## src/design/skf_pkg.sv

```systemverilog
// Shared types and constants for the scalar Kalman smoother.
`default_nettype none
package skf_pkg;

    localparam int DATA_WIDTH = 32;
    localparam int FRAC_BITS  = 16;
    localparam int CFG_IDX_W  = 2;
    localparam int GAIN_W     = FRAC_BITS;
    localparam int MUL_A_W    = DATA_WIDTH + 1;
    localparam int MUL_B_W    = FRAC_BITS + 1;
    localparam int PROD_W     = MUL_A_W + MUL_B_W;
    localparam int DIV_CNT_W  = $clog2(FRAC_BITS);

    localparam logic [MUL_B_W-1:0]    GAIN_ONE = MUL_B_W'(1) << FRAC_BITS;
    localparam logic [GAIN_W-1:0]     GAIN_MAX = '1;
    localparam logic [DIV_CNT_W-1:0]  DIV_LAST = DIV_CNT_W'(FRAC_BITS - 1);

    localparam logic [DATA_WIDTH-1:0] PROC_VAR_RST = DATA_WIDTH'(655);
    localparam logic [DATA_WIDTH-1:0] MEAS_VAR_RST = DATA_WIDTH'(346685);
    localparam logic [DATA_WIDTH-1:0] INIT_VAR_RST = DATA_WIDTH'(6553600);

    typedef enum logic [CFG_IDX_W-1:0] {
        REG_PROC_VAR = 2'd0,
        REG_MEAS_VAR = 2'd1,
        REG_INIT_VAR = 2'd2
    } t_reg_idx;

    typedef enum logic [3:0] {
        S_IDLE,
        S_PRED,
        S_SUM,
        S_DIV,
        S_MUL_EST,
        S_MUL_VAR,
        S_VAR_WB,
        S_OUT
    } t_state;

    typedef struct packed {
        logic capture;
        logic load_first;
        logic pred;
        logic sum;
        logic div_step;
        logic mul_est;
        logic mul_var;
        logic var_wb;
        logic out_load;
    } t_cmd;

    typedef struct packed {
        logic restart;
        logic out_free;
    } t_status;

endpackage
`default_nettype wire

```

## src/design/skf_ctrl.sv

```systemverilog
// Sequencer for one filter update: predict, divide, two multiplies, write back, or a restart load.
`default_nettype none
module skf_ctrl (
    input  wire              i_clk,
    input  wire              i_rst_n,
    input  wire              i_in_valid,
    output logic             o_in_stall,
    input  skf_pkg::t_status i_status,
    output skf_pkg::t_cmd    o_cmd
);
    import skf_pkg::*;

    t_state               r_state, n_state;
    logic [DIV_CNT_W-1:0] r_count, n_count;

    always_ff @(posedge i_clk) begin
        if (!i_rst_n) begin
            r_state <= S_IDLE;
            r_count <= '0;
        end else begin
            r_state <= n_state;
            r_count <= n_count;
        end
    end

    // next state
    always_comb begin
        n_state = r_state;
        n_count = r_count;
        case (r_state)
            S_IDLE: begin
                if (i_in_valid) n_state = S_PRED;
            end
            S_PRED: begin
                n_state = i_status.restart ? S_OUT : S_SUM;
            end
            S_SUM: begin
                n_state = S_DIV;
                n_count = '0;
            end
            S_DIV: begin
                n_count = r_count + 1'b1;
                if (r_count == DIV_LAST) n_state = S_MUL_EST;
            end
            S_MUL_EST: n_state = S_MUL_VAR;
            S_MUL_VAR: n_state = S_VAR_WB;
            S_VAR_WB:  n_state = S_OUT;
            S_OUT: begin
                if (i_status.out_free) n_state = S_IDLE;
            end
            default: n_state = S_IDLE;
        endcase
    end

    // outputs
    always_comb begin
        o_cmd      = '0;
        o_in_stall = 1'b1;
        case (r_state)
            S_IDLE: begin
                o_in_stall    = 1'b0;
                o_cmd.capture = i_in_valid;
            end
            S_PRED: begin
                o_cmd.load_first = i_status.restart;
                o_cmd.pred       = !i_status.restart;
            end
            S_SUM:     o_cmd.sum      = 1'b1;
            S_DIV:     o_cmd.div_step = 1'b1;
            S_MUL_EST: o_cmd.mul_est  = 1'b1;
            S_MUL_VAR: o_cmd.mul_var  = 1'b1;
            S_VAR_WB:  o_cmd.var_wb   = 1'b1;
            S_OUT:     o_cmd.out_load = i_status.out_free;
            default:   o_cmd          = '0;
        endcase
    end

    a_accept_starts: assert property (@(posedge i_clk) disable iff (!i_rst_n)
        (i_in_valid && !o_in_stall) |=> (r_state == S_PRED))
        else $error("accepted beat did not start an update");

    a_div_length: assert property (@(posedge i_clk) disable iff (!i_rst_n)
        (r_state == S_DIV && r_count == DIV_LAST) |=> (r_state == S_MUL_EST))
        else $error("divider ran the wrong number of steps");

    a_single_item: assert property (@(posedge i_clk) disable iff (!i_rst_n)
        (r_state != S_IDLE) |-> o_in_stall)
        else $error("input taken while an update is in flight");

endmodule
`default_nettype wire

```

## src/design/skf_dp.sv

```systemverilog
// Filter datapath: config registers, state, serial divider, shared multiplier.
`default_nettype none
module skf_dp (
    input  wire                                   i_clk,
    input  wire                                   i_rst_n,
    input  wire                                   i_cfg_valid,
    input  wire  [skf_pkg::CFG_IDX_W-1:0]         i_cfg_index,
    input  wire  [skf_pkg::DATA_WIDTH-1:0]        i_cfg_data,
    input  wire  signed [skf_pkg::DATA_WIDTH-1:0] i_sample,
    input  wire                                   i_first,
    input  wire                                   i_out_stall,
    output logic                                  o_out_valid,
    output logic signed [skf_pkg::DATA_WIDTH-1:0] o_estimate,
    input  skf_pkg::t_cmd                         i_cmd,
    output skf_pkg::t_status                      o_status
);
    import skf_pkg::*;

    logic [DATA_WIDTH-1:0] r_proc_var, r_meas_var, r_init_var;
    logic [DATA_WIDTH-1:0] r_est, r_var;
    logic                  r_started;
    logic [DATA_WIDTH-1:0] r_sample;
    logic                  r_first;
    logic [DATA_WIDTH-1:0] r_pred, r_sum, r_rem;
    logic [DATA_WIDTH:0]   r_diff;
    logic [GAIN_W-1:0]     r_quot;
    logic                  r_sat;
    logic [PROD_W-1:0]     r_prod;
    logic [DATA_WIDTH-1:0] r_out;
    logic                  r_out_valid;

    function automatic logic [DATA_WIDTH-1:0] sat_add(input logic [DATA_WIDTH-1:0] a,
                                                      input logic [DATA_WIDTH-1:0] b);
        logic [DATA_WIDTH:0] s;
        s = {1'b0, a} + {1'b0, b};
        return s[DATA_WIDTH] ? '1 : s[DATA_WIDTH-1:0];
    endfunction

    logic [DATA_WIDTH-1:0] pred_c, sum_c;
    logic [DATA_WIDTH:0]   shl_c, mag_c, est_ext, est_next;
    logic [GAIN_W-1:0]     gain_c;
    logic [MUL_A_W-1:0]    mul_a;
    logic [MUL_B_W-1:0]    mul_b;
    logic [DATA_WIDTH-1:0] corr_c;
    logic                  div_ge;

    assign pred_c  = sat_add(r_var, r_proc_var);
    assign sum_c   = sat_add(r_pred, r_meas_var);
    assign shl_c   = {r_rem, 1'b0};
    assign div_ge  = (shl_c >= {1'b0, r_sum});
    assign gain_c  = r_sat ? GAIN_MAX : r_quot;
    assign mag_c   = r_diff[DATA_WIDTH] ? (~r_diff + 1'b1) : r_diff;
    assign corr_c  = r_prod[FRAC_BITS +: DATA_WIDTH];
    assign est_ext = {r_est[DATA_WIDTH-1], r_est};
    assign est_next = r_diff[DATA_WIDTH] ? (est_ext - {1'b0, corr_c})
                                         : (est_ext + {1'b0, corr_c});

    // one multiplier, shared by the estimate and variance updates
    assign mul_a = i_cmd.mul_est ? mag_c : {1'b0, r_pred};
    assign mul_b = i_cmd.mul_est ? {1'b0, gain_c} : (GAIN_ONE - {1'b0, gain_c});

    assign o_status.restart  = r_first || !r_started;
    assign o_status.out_free = !r_out_valid || !i_out_stall;
    assign o_out_valid = r_out_valid;
    assign o_estimate  = r_out;

    always_ff @(posedge i_clk) begin
        if (!i_rst_n) begin
            r_proc_var  <= PROC_VAR_RST;
            r_meas_var  <= MEAS_VAR_RST;
            r_init_var  <= INIT_VAR_RST;
            r_est       <= '0;
            r_var       <= INIT_VAR_RST;
            r_started   <= 1'b0;
            r_out_valid <= 1'b0;
        end else begin
            if (i_cfg_valid) begin
                case (i_cfg_index)
                    REG_PROC_VAR: r_proc_var <= i_cfg_data;
                    REG_MEAS_VAR: r_meas_var <= i_cfg_data;
                    REG_INIT_VAR: r_init_var <= i_cfg_data;
                    default: ;
                endcase
            end
            if (i_cmd.load_first) begin
                r_est     <= r_sample;
                r_var     <= r_init_var;
                r_started <= 1'b1;
            end
            if (i_cmd.mul_var) r_est <= est_next[DATA_WIDTH-1:0];
            if (i_cmd.var_wb)  r_var <= r_prod[FRAC_BITS +: DATA_WIDTH];
            if (i_cmd.out_load)
                r_out_valid <= 1'b1;
            else if (!i_out_stall)
                r_out_valid <= 1'b0;
        end
    end

    always_ff @(posedge i_clk) begin
        if (i_cmd.capture) begin
            r_sample <= i_sample;
            r_first  <= i_first;
        end
        if (i_cmd.pred) begin
            r_pred <= pred_c;
            r_diff <= {r_sample[DATA_WIDTH-1], r_sample} - est_ext;
        end
        if (i_cmd.sum) begin
            r_sum  <= sum_c;
            r_rem  <= r_pred;
            r_quot <= '0;
            r_sat  <= (r_pred >= sum_c);
        end
        // restoring division, one quotient bit per cycle
        if (i_cmd.div_step) begin
            r_quot <= {r_quot[GAIN_W-2:0], div_ge};
            r_rem  <= div_ge ? (shl_c[DATA_WIDTH-1:0] - r_sum) : shl_c[DATA_WIDTH-1:0];
        end
        if (i_cmd.mul_est || i_cmd.mul_var)
            r_prod <= mul_a * mul_b;
        if (i_cmd.out_load)
            r_out <= r_est;
    end

    a_out_from_load: assert property (@(posedge i_clk) disable iff (!i_rst_n)
        $rose(r_out_valid) |-> $past(i_cmd.out_load))
        else $error("result beat appeared without a load");

    a_started_after_first: assert property (@(posedge i_clk) disable iff (!i_rst_n)
        i_cmd.load_first |=> (r_started && r_var == $past(r_init_var)))
        else $error("restart did not load the initial variance");

    a_no_overwrite: assert property (@(posedge i_clk) disable iff (!i_rst_n)
        (r_out_valid && i_out_stall) |=> (r_out_valid && $stable(r_out)))
        else $error("pending result beat was overwritten");

endmodule
`default_nettype wire

```

## src/design/scalar_kalman_smoother.sv

```systemverilog
// Top level of the scalar Kalman smoother.
//
//  channel  direction  handshake                 payload
//  input    in         i_in_valid / o_in_stall   i_sample, i_first
//  output   out        o_out_valid / i_out_stall o_estimate
//  config   in         i_cfg_valid / o_cfg_ready i_cfg_index, i_cfg_data
//
// A first-of-sequence beat is loaded as the estimate in the predict state and reaches the
// result register in the output state. Other beats pass the 16-step serial gain divider,
// then two passes through the shared 33x17 multiplier and the variance write-back.
// A beat is accepted only in idle; a held result keeps the next beat in its last state.
// Reset is synchronous, active low; config registers return to their defaults.
// One beat is in flight at a time; a held result does not block acceptance.
`default_nettype none
module scalar_kalman_smoother (
    input  wire                                   i_clk,
    input  wire                                   i_rst_n,
    input  wire                                   i_in_valid,
    output logic                                  o_in_stall,
    input  wire  signed [skf_pkg::DATA_WIDTH-1:0] i_sample,
    input  wire                                   i_first,
    output logic                                  o_out_valid,
    input  wire                                   i_out_stall,
    output logic signed [skf_pkg::DATA_WIDTH-1:0] o_estimate,
    input  wire                                   i_cfg_valid,
    output logic                                  o_cfg_ready,
    input  wire  [skf_pkg::CFG_IDX_W-1:0]         i_cfg_index,
    input  wire  [skf_pkg::DATA_WIDTH-1:0]        i_cfg_data
);
    import skf_pkg::*;

    t_cmd    cmd;
    t_status status;

    assign o_cfg_ready = 1'b1;

    skf_ctrl u_ctrl (
        .i_clk      (i_clk),
        .i_rst_n    (i_rst_n),
        .i_in_valid (i_in_valid),
        .o_in_stall (o_in_stall),
        .i_status   (status),
        .o_cmd      (cmd)
    );

    skf_dp u_dp (
        .i_clk       (i_clk),
        .i_rst_n     (i_rst_n),
        .i_cfg_valid (i_cfg_valid),
        .i_cfg_index (i_cfg_index),
        .i_cfg_data  (i_cfg_data),
        .i_sample    (i_sample),
        .i_first     (i_first),
        .i_out_stall (i_out_stall),
        .o_out_valid (o_out_valid),
        .o_estimate  (o_estimate),
        .i_cmd       (cmd),
        .o_status    (status)
    );

endmodule
`default_nettype wire

```

## config.mk

```make
export PLATFORM = sky130hd
export DESIGN_NAME = scalar_kalman_smoother
export DESIGN_NICKNAME = d
export VERILOG_FILES = /design/src/design/skf_pkg.sv /design/src/design/skf_ctrl.sv /design/src/design/skf_dp.sv /design/src/design/scalar_kalman_smoother.sv
export SDC_FILE = /design/constraint.sdc
export NUM_CORES = 2
export LEC_CHECK = 0
export BUFFER_PORTS_ARGS = -buffer_cell sky130_fd_sc_hd__buf_4
export CAP_MARGIN = 20
export CORE_ASPECT_RATIO = 1.5
export CORE_UTILIZATION = 35
export CTS_CLUSTER_DIAMETER = 100
export CTS_CLUSTER_SIZE = 12
export DETAILED_ROUTE_END_ITERATION = 8
export GPL_ROUTABILITY_DRIVEN = 0
export HOLD_SLACK_MARGIN = 0.08
export PLACE_DENSITY_LB_ADDON = 0.1
export SLEW_MARGIN = 5
export SYNTH_ARGS = -nofsm -noshare
export SYNTH_HDL_FRONTEND = slang
export SYNTH_SLANG_ARGS = --single-unit
```

## constraint.sdc

```tcl
create_clock -name i_clk -period 20.2 [get_ports i_clk]
set_input_delay 4.04 -clock i_clk [delete_from_list [all_inputs] [get_ports i_clk]]
set_output_delay 4.04 -clock i_clk [all_outputs]
set_load 0.005 [all_outputs]
```

== Word-level counts from Yosys, hierarchy flattened ==
Cells that the tools add are included.

* Register bits: 429
* Output and inout bits: 35
* Logic and storage cells: 95

* Add/sub/neg operators: 9
* Multiply operators: 1
* $lt $le $gt $ge: 2
* Eq/ne operators: 14
* Mux-type cells: 32
* Bitwise gates (word level): 1
* Reduce and logical (&&, ||, !) cells: 17

{| class="wikitable"
|+ Operators by type and width
! operator !! number
|-
| $mux 32 || 9
|-
| $add 32x32->33 || 2
|-
| $mux 33 || 2
|-
| $sub 32x32->32 || 2
|-
| $mul 33x17->48 || 1
|-
| $mux 16 || 3
|-
| $add 33x1->33 const B || 1
|-
| $ge 33x32->1 || 1
|-
| $not 33->33 || 1
|-
| $sub 32x32->33 || 1
|-
| $add 32x32->32 || 1
|-
| $ge 32x32->1 || 1
|-
| $pmux 4 s8 || 1
|-
| $mux 17 || 1
|-
| $sub 17x16->17 const A || 1
|-
| $eq 4x3->1 const B || 4
|-
| $mux 4 || 3
|-
| $mux 1 || 10
|-
| $eq 4x2->1 const B || 2
|-
| $pmux 4 s2 || 1
|-
| $reduce_bool 2->1 || 4
|-
| $ne 2x1->1 const B || 3
|-
| $reduce_and 2->1 || 3
|-
| $add 4x1->4 const B || 1
|-
| 12 further kinds || 17
|}

== Logic depth before layout (Yosys ltp) ==
* Depth after elaboration: 6
* Gate-level depth with buffers: 34

== Modules after synthesis ==
From an unflattened synthesis, not the netlist that was laid out.

* Cells, all modules: 4817
* Area, all modules: 42184.2 um2

{| class="wikitable"
|+ Modules (own cells, without submodules)
! module !! times used !! cells each !! area each (um2)
|-
| skf_dp || 1 || 4760 || 41711.3
|-
| skf_ctrl || 1 || 55 || 461.7
|-
| scalar_kalman_smoother || 1 || 2 || 11.3
|}

== Worst setup path after synthesis ==
No wires, ideal clock.

* Kind: register to register
* Start point: register u_dp.r_diff[2]
* End point: register u_dp.r_prod[47] (data pin)
* Setup time: 0.260 ns
* Arrival: 8.228 ns
* Path slack: 11.712 ns
* Cell stages (with the launch flop): 31
* Path through: edfxtp_1 > nor3_2 > nand3b_1 > or4_4 > or4_4 > or3_4 > o41ai_1 > xor2_1 > a21oi_1 > clkbuf_1 > nand2_1 > fa_1 > fa_1 > fa_1 > inv_1 > fa_1 > fa_1 > inv_1 > fa_1 > inv_1 > ha_1 > o21a_1 > o21ai_0 > nand2b_1 > and3_1 > a311o_1 > a221o_1 > a31oi_1 > o2111ai_1 > a21oi_1 > xnor2_1

* Word-level cells in the longest chain between the ends: 5

{| class="wikitable"
|+ Ends and longest elaborated chain
! what !! RTL line !! source
|-
| from (decl) || skf_dp.sv:25 || <nowiki>logic [DATA_WIDTH:0] r_diff;</nowiki>
|-
| from (signal assigned) || skf_dp.sv:106 || <nowiki>r_diff <= {r_sample[DATA_WIDTH-1], r_sample} - est_ext;</nowiki>
|-
| $not 33->33 || skf_dp.sv:52 || <nowiki>assign mag_c = r_diff[DATA_WIDTH] ? (~r_diff + 1'b1) : r_diff;</nowiki>
|-
| $add 33x1->33 || skf_dp.sv:52 ||
|-
| $mux 33 (*) || skf_dp.sv:52 ||
|-
| $mux 33 (*) || skf_dp.sv:59 || <nowiki>assign mul_a = i_cmd.mul_est ? mag_c : {1'b0, r_pred};</nowiki>
|-
| $mul 33x17->48 (*) || skf_dp.sv:120 || <nowiki>r_prod <= mul_a * mul_b;</nowiki>
|-
| to (signal assigned) || skf_dp.sv:120 ||
|-
| to (decl) || skf_dp.sv:28 || <nowiki>logic [PROD_W-1:0] r_prod;</nowiki>
|}

Mark *: on every way between the ends. The rest lies on a longest branch, timed or not.
A chain may end at the register's enable or synchronous reset.

== Final worst setup path ==
* Start point: register u_dp.r_sat
* End point: register u_dp.r_prod[47] (data pin)

* Word-level cells in the longest chain between the ends: 4

{| class="wikitable"
|+ Ends and longest elaborated chain
! what !! RTL line !! source
|-
| from (decl) || skf_dp.sv:27 || <nowiki>logic r_sat;</nowiki>
|-
| from (signal assigned) || skf_dp.sv:112 || <nowiki>r_sat <= (r_pred >= sum_c);</nowiki>
|-
| $mux 16 (*) || skf_dp.sv:51 || <nowiki>assign gain_c = r_sat ? GAIN_MAX : r_quot;</nowiki>
|-
| $sub 17x16->17 || skf_dp.sv:60 || <nowiki>assign mul_b = i_cmd.mul_est ? {1'b0, gain_c} : (GAIN_ONE - {1'b0, gain_c});</nowiki>
|-
| $mux 17 (*) || skf_dp.sv:60 ||
|-
| $mul 33x17->48 (*) || skf_dp.sv:120 ||
|}

Marked as above.

==> results.sh <==
export IMPL_fmax_mhz=92.66
export IMPL_postCtsSetupRepairBufs=0
export IMPL_cts_sinks=412
export IMPL_start_kind="register"
export IMPL_design_core_area_um2=117900
export IMPL_grtUsageTotal=0.2338
export IMPL_root_buffer="clkbuf_16"
export IMPL_drc=0
export IMPL_tightest_slew_ns=1.053
export IMPL_via_per_inst=5.140
export IMPL_dieArea_um2=120600
export IMPL_first_global_vias=34440
export IMPL_async_flop_share=0
export IMPL_clkTransAtPathRegs_ns=0.07
export IMPL_htreeDepth=2
export IMPL_ant_nets=0
export IMPL_cts_resized=0
export IMPL_path_max_fanout=31
export IMPL_synth_seq_cells=412
export IMPL_antenna_found_initial=2
export IMPL_cp_end_kind="register"
export IMPL_period_needed_ns=10.79
export IMPL_synthFlopType="edfxtp_1"
export IMPL_ys_seq_area_frac=0.2560
export IMPL_path_common_cell="fa_1"
export IMPL_synth_avg_cell_area_um2=8.701
export IMPL_boundaryPins=107
export IMPL_drv_slew=0
export IMPL_io_buffers=105
export IMPL_period_share=0.5343
export IMPL_cts_buffers=41
export IMPL_synth_top_cell_by_area="fa_1"
export IMPL_hold_viol=0
export IMPL_r2r_cells=29
export IMPL_post_drt_wl_per_cell_um=21.74
export IMPL_final_layout_size_suffix_gt1_frac=0.05951
export IMPL_synth_enable_flop_cells=243
export IMPL_synthTopCellsByCount="nand2_1, inv_1, fa_1"
export IMPL_clk_latency_ns=0.62
export IMPL_synthCells=4795
export IMPL_rows=154
export IMPL_setup_tns_ns=0
export IMPL_critPathArrivalTime_ns=11.12
export IMPL_synth_cell_area_um2=41720
export IMPL_setup_viol=0
export IMPL_synth_fp_nets=5638
export IMPL_cp_slowest_cell="o22a_1"
export IMPL_grt_overflow=0
export IMPL_hold_depth=2
export IMPL_fin_worst_skew_ns=0.03858
export IMPL_worst_setup_path_type="reg -> reg"
export IMPL_dp_hpwl_um=109600
export IMPL_cts_hold_buffers=0
export IMPL_cp_required_ns=20.53
export IMPL_rsz0062_at_grt="no"
export IMPL_maxCapViolations=0
export IMPL_first_pass_iters=5
export IMPL_syn2layout_area_growth_pct=9.641
export IMPL_yosysTopAreaCellShare=0.2236
export IMPL_nNetsFinal=5668
export IMPL_cts_tree="yes"
export IMPL_slew_headroom=0.2978
export IMPL_yosys_warnings=0
export IMPL_grt_pass1_wl_um=212600
export IMPL_synthTopCellsByArea="fa_1, edfxtp_1, ha_1, dfxtp_1, nand2_1"
export IMPL_grt_max_degree=72
export IMPL_die_w_um=283.9
export IMPL_worst_path_largest_cell_delay_ns=0.87
export IMPL_die_h_um=424.9
export IMPL_start_util=0.3538
export IMPL_status="finished clean"
export IMPL_hold_class="reg -> reg"
export IMPL_yosys_cell_count_top_type="nand2_1"
export IMPL_cts_path_max_buffers=3
export IMPL_synth_distinct_cells=78
export IMPL_drt_iter0_markers=1805
export IMPL_wirelength_um=139500
export IMPL_dr_total_vias=32980
-- final cells by class --
type	count	area, µm²
sequential	412	10680
fill	12230	72180
inverter	676	2540
antenna	1	2.502
clock buffer	68	1127
timing repair buffer	183	1374
clock inverter	6	93.84
tap	1560	1952
multi-input combinational	3511	27980
-- worst max-delay path, delay by kind of cell, from the launching register on --
family	cells	cell delay [ns]
AOI/OAI and AO/OA	10	3.89
muxes	1	0.20
DFF	1	0.36
and+or+nand+nor	7	2.27
xor gates and xnor gates	1	0.14
buffers and inverters	3	0.33
adders and majority gates	7	3.28
-- through the flow --
step / area [µm²] / util / hold WS [ns] / instances / worst slack [ns]
after floorplan: 41720 / - / 0.4342 / 4795 / 11.71
after CTS: 45740 / 0.3878 / 0.4571 / 6415 / 9.380
after detailed placement: 44510 / 0.3775 / 0.4472 / 6341 / 9.457
final: 45750 / 0.3879 / 0.4570 / 6417 / 9.408
after global routing: 45740 / 0.3879 / 0.4781 / 6416 / 8.844
after global placement: 44510 / 0.3774 / 0.4435 / 6340 / 9.566
-- kinds of logic (layout without fill, tap and decap cells) --
kind of cell	count (synthesis)	after routing	synth area share
and+or+nand+nor	1668	1668	0.1734
AOI/OAI and AO/OA	826	826	0.1248
muxes	16	16	0.003868
adders and majority gates	771	771	0.3151
xor gates and xnor gates	229	229	0.04807
other	1	2	0.00008988
DFF	412	412	0.2560
buffers and inverters	872	933	0.07872
-- path summary, 6_finish.rpt --
| path | to | slack [ns] | start |
|---|---|---|---|
| max | u_dp.r_prod[47]$_DFFE_PP_ | 9.41 | u_dp.r_sat$_DFFE_PP_ |
| min | u_dp.r_init_var[9]$_SDFFE_PN0P_ | 0.46 | u_dp.r_init_var[9]$_SDFFE_PN0P_ |
| max reg2reg | u_dp.r_prod[47]$_DFFE_PP_ | 9.41 | u_dp.r_sat$_DFFE_PP_ |
| min reg2reg | u_dp.r_init_var[9]$_SDFFE_PN0P_ | 0.46 | u_dp.r_init_var[9]$_SDFFE_PN0P_ |
-- flip-flops by register name, summed over array words and instances, names as in the netlist, 3 cells and up --
| signal | count |
|---|---|
| u_dp.r_quot | 16 |
| u_ctrl.r_count | 4 |
| u_dp.r_prod | 32 |
| u_dp.r_init_var | 32 |
| u_dp.r_pred | 32 |
| u_dp.r_var | 32 |
| u_dp.r_diff | 33 |
| u_dp.r_sum | 32 |
| u_ctrl.r_state | 3 |
| u_dp.r_rem | 32 |
| u_dp.r_meas_var | 32 |
| u_dp.r_est | 32 |
| u_dp.r_proc_var | 32 |
| u_dp.r_sample | 32 |
| u_dp.o_estimate | 32 |
-- cells in the final DEF, fill, tap and decap left out, types with 8 or more instances in the layout --
master,n
a211oi_1,21
a21o_1,108
a21oi_1,289
a21oi_2,12
a311oi_1,41
a31oi_1,22
and2_1,42
and3_1,49
buf_4,183
clkbuf_1,27
clkbuf_16,41
dfxtp_1,169
edfxtp_1,243
fa_1,466
ha_1,305
inv_1,674
mux2i_1,15
nand2_1,811
nand2b_1,60
nand3_1,70
nand3b_1,8
nand4_1,19
nor2_1,434
nor2b_1,35
nor3_1,61
nor4_1,12
o211ai_1,30
o21a_1,36
o21ai_0,136
o21bai_1,20
o22ai_1,10
o31ai_1,15
o41ai_1,8
or3_1,21
xnor2_1,132
xor2_1,90
-- routing by layer --
| metal | part of all wire | routed length (µm) | up-vias | track usage |
|---|---|---|---|---|
| li1 | - | - | 15740 | - |
| met1 | 0.41 | 57700 | 16430 | 0.2819 |
| met2 | 0.52 | 71870 | 614 | 0.4283 |
| met3 | 0.031 | 4301 | 204 | 0.02015 |
| met4 | 0.040 | 5631 | 0 | 0.08946 |
| met5 | 0 | 0 | - | 0 |
Power is not shown: default switching activity piles up to over one toggle a cycle in this logic, so the estimate is an artifact.
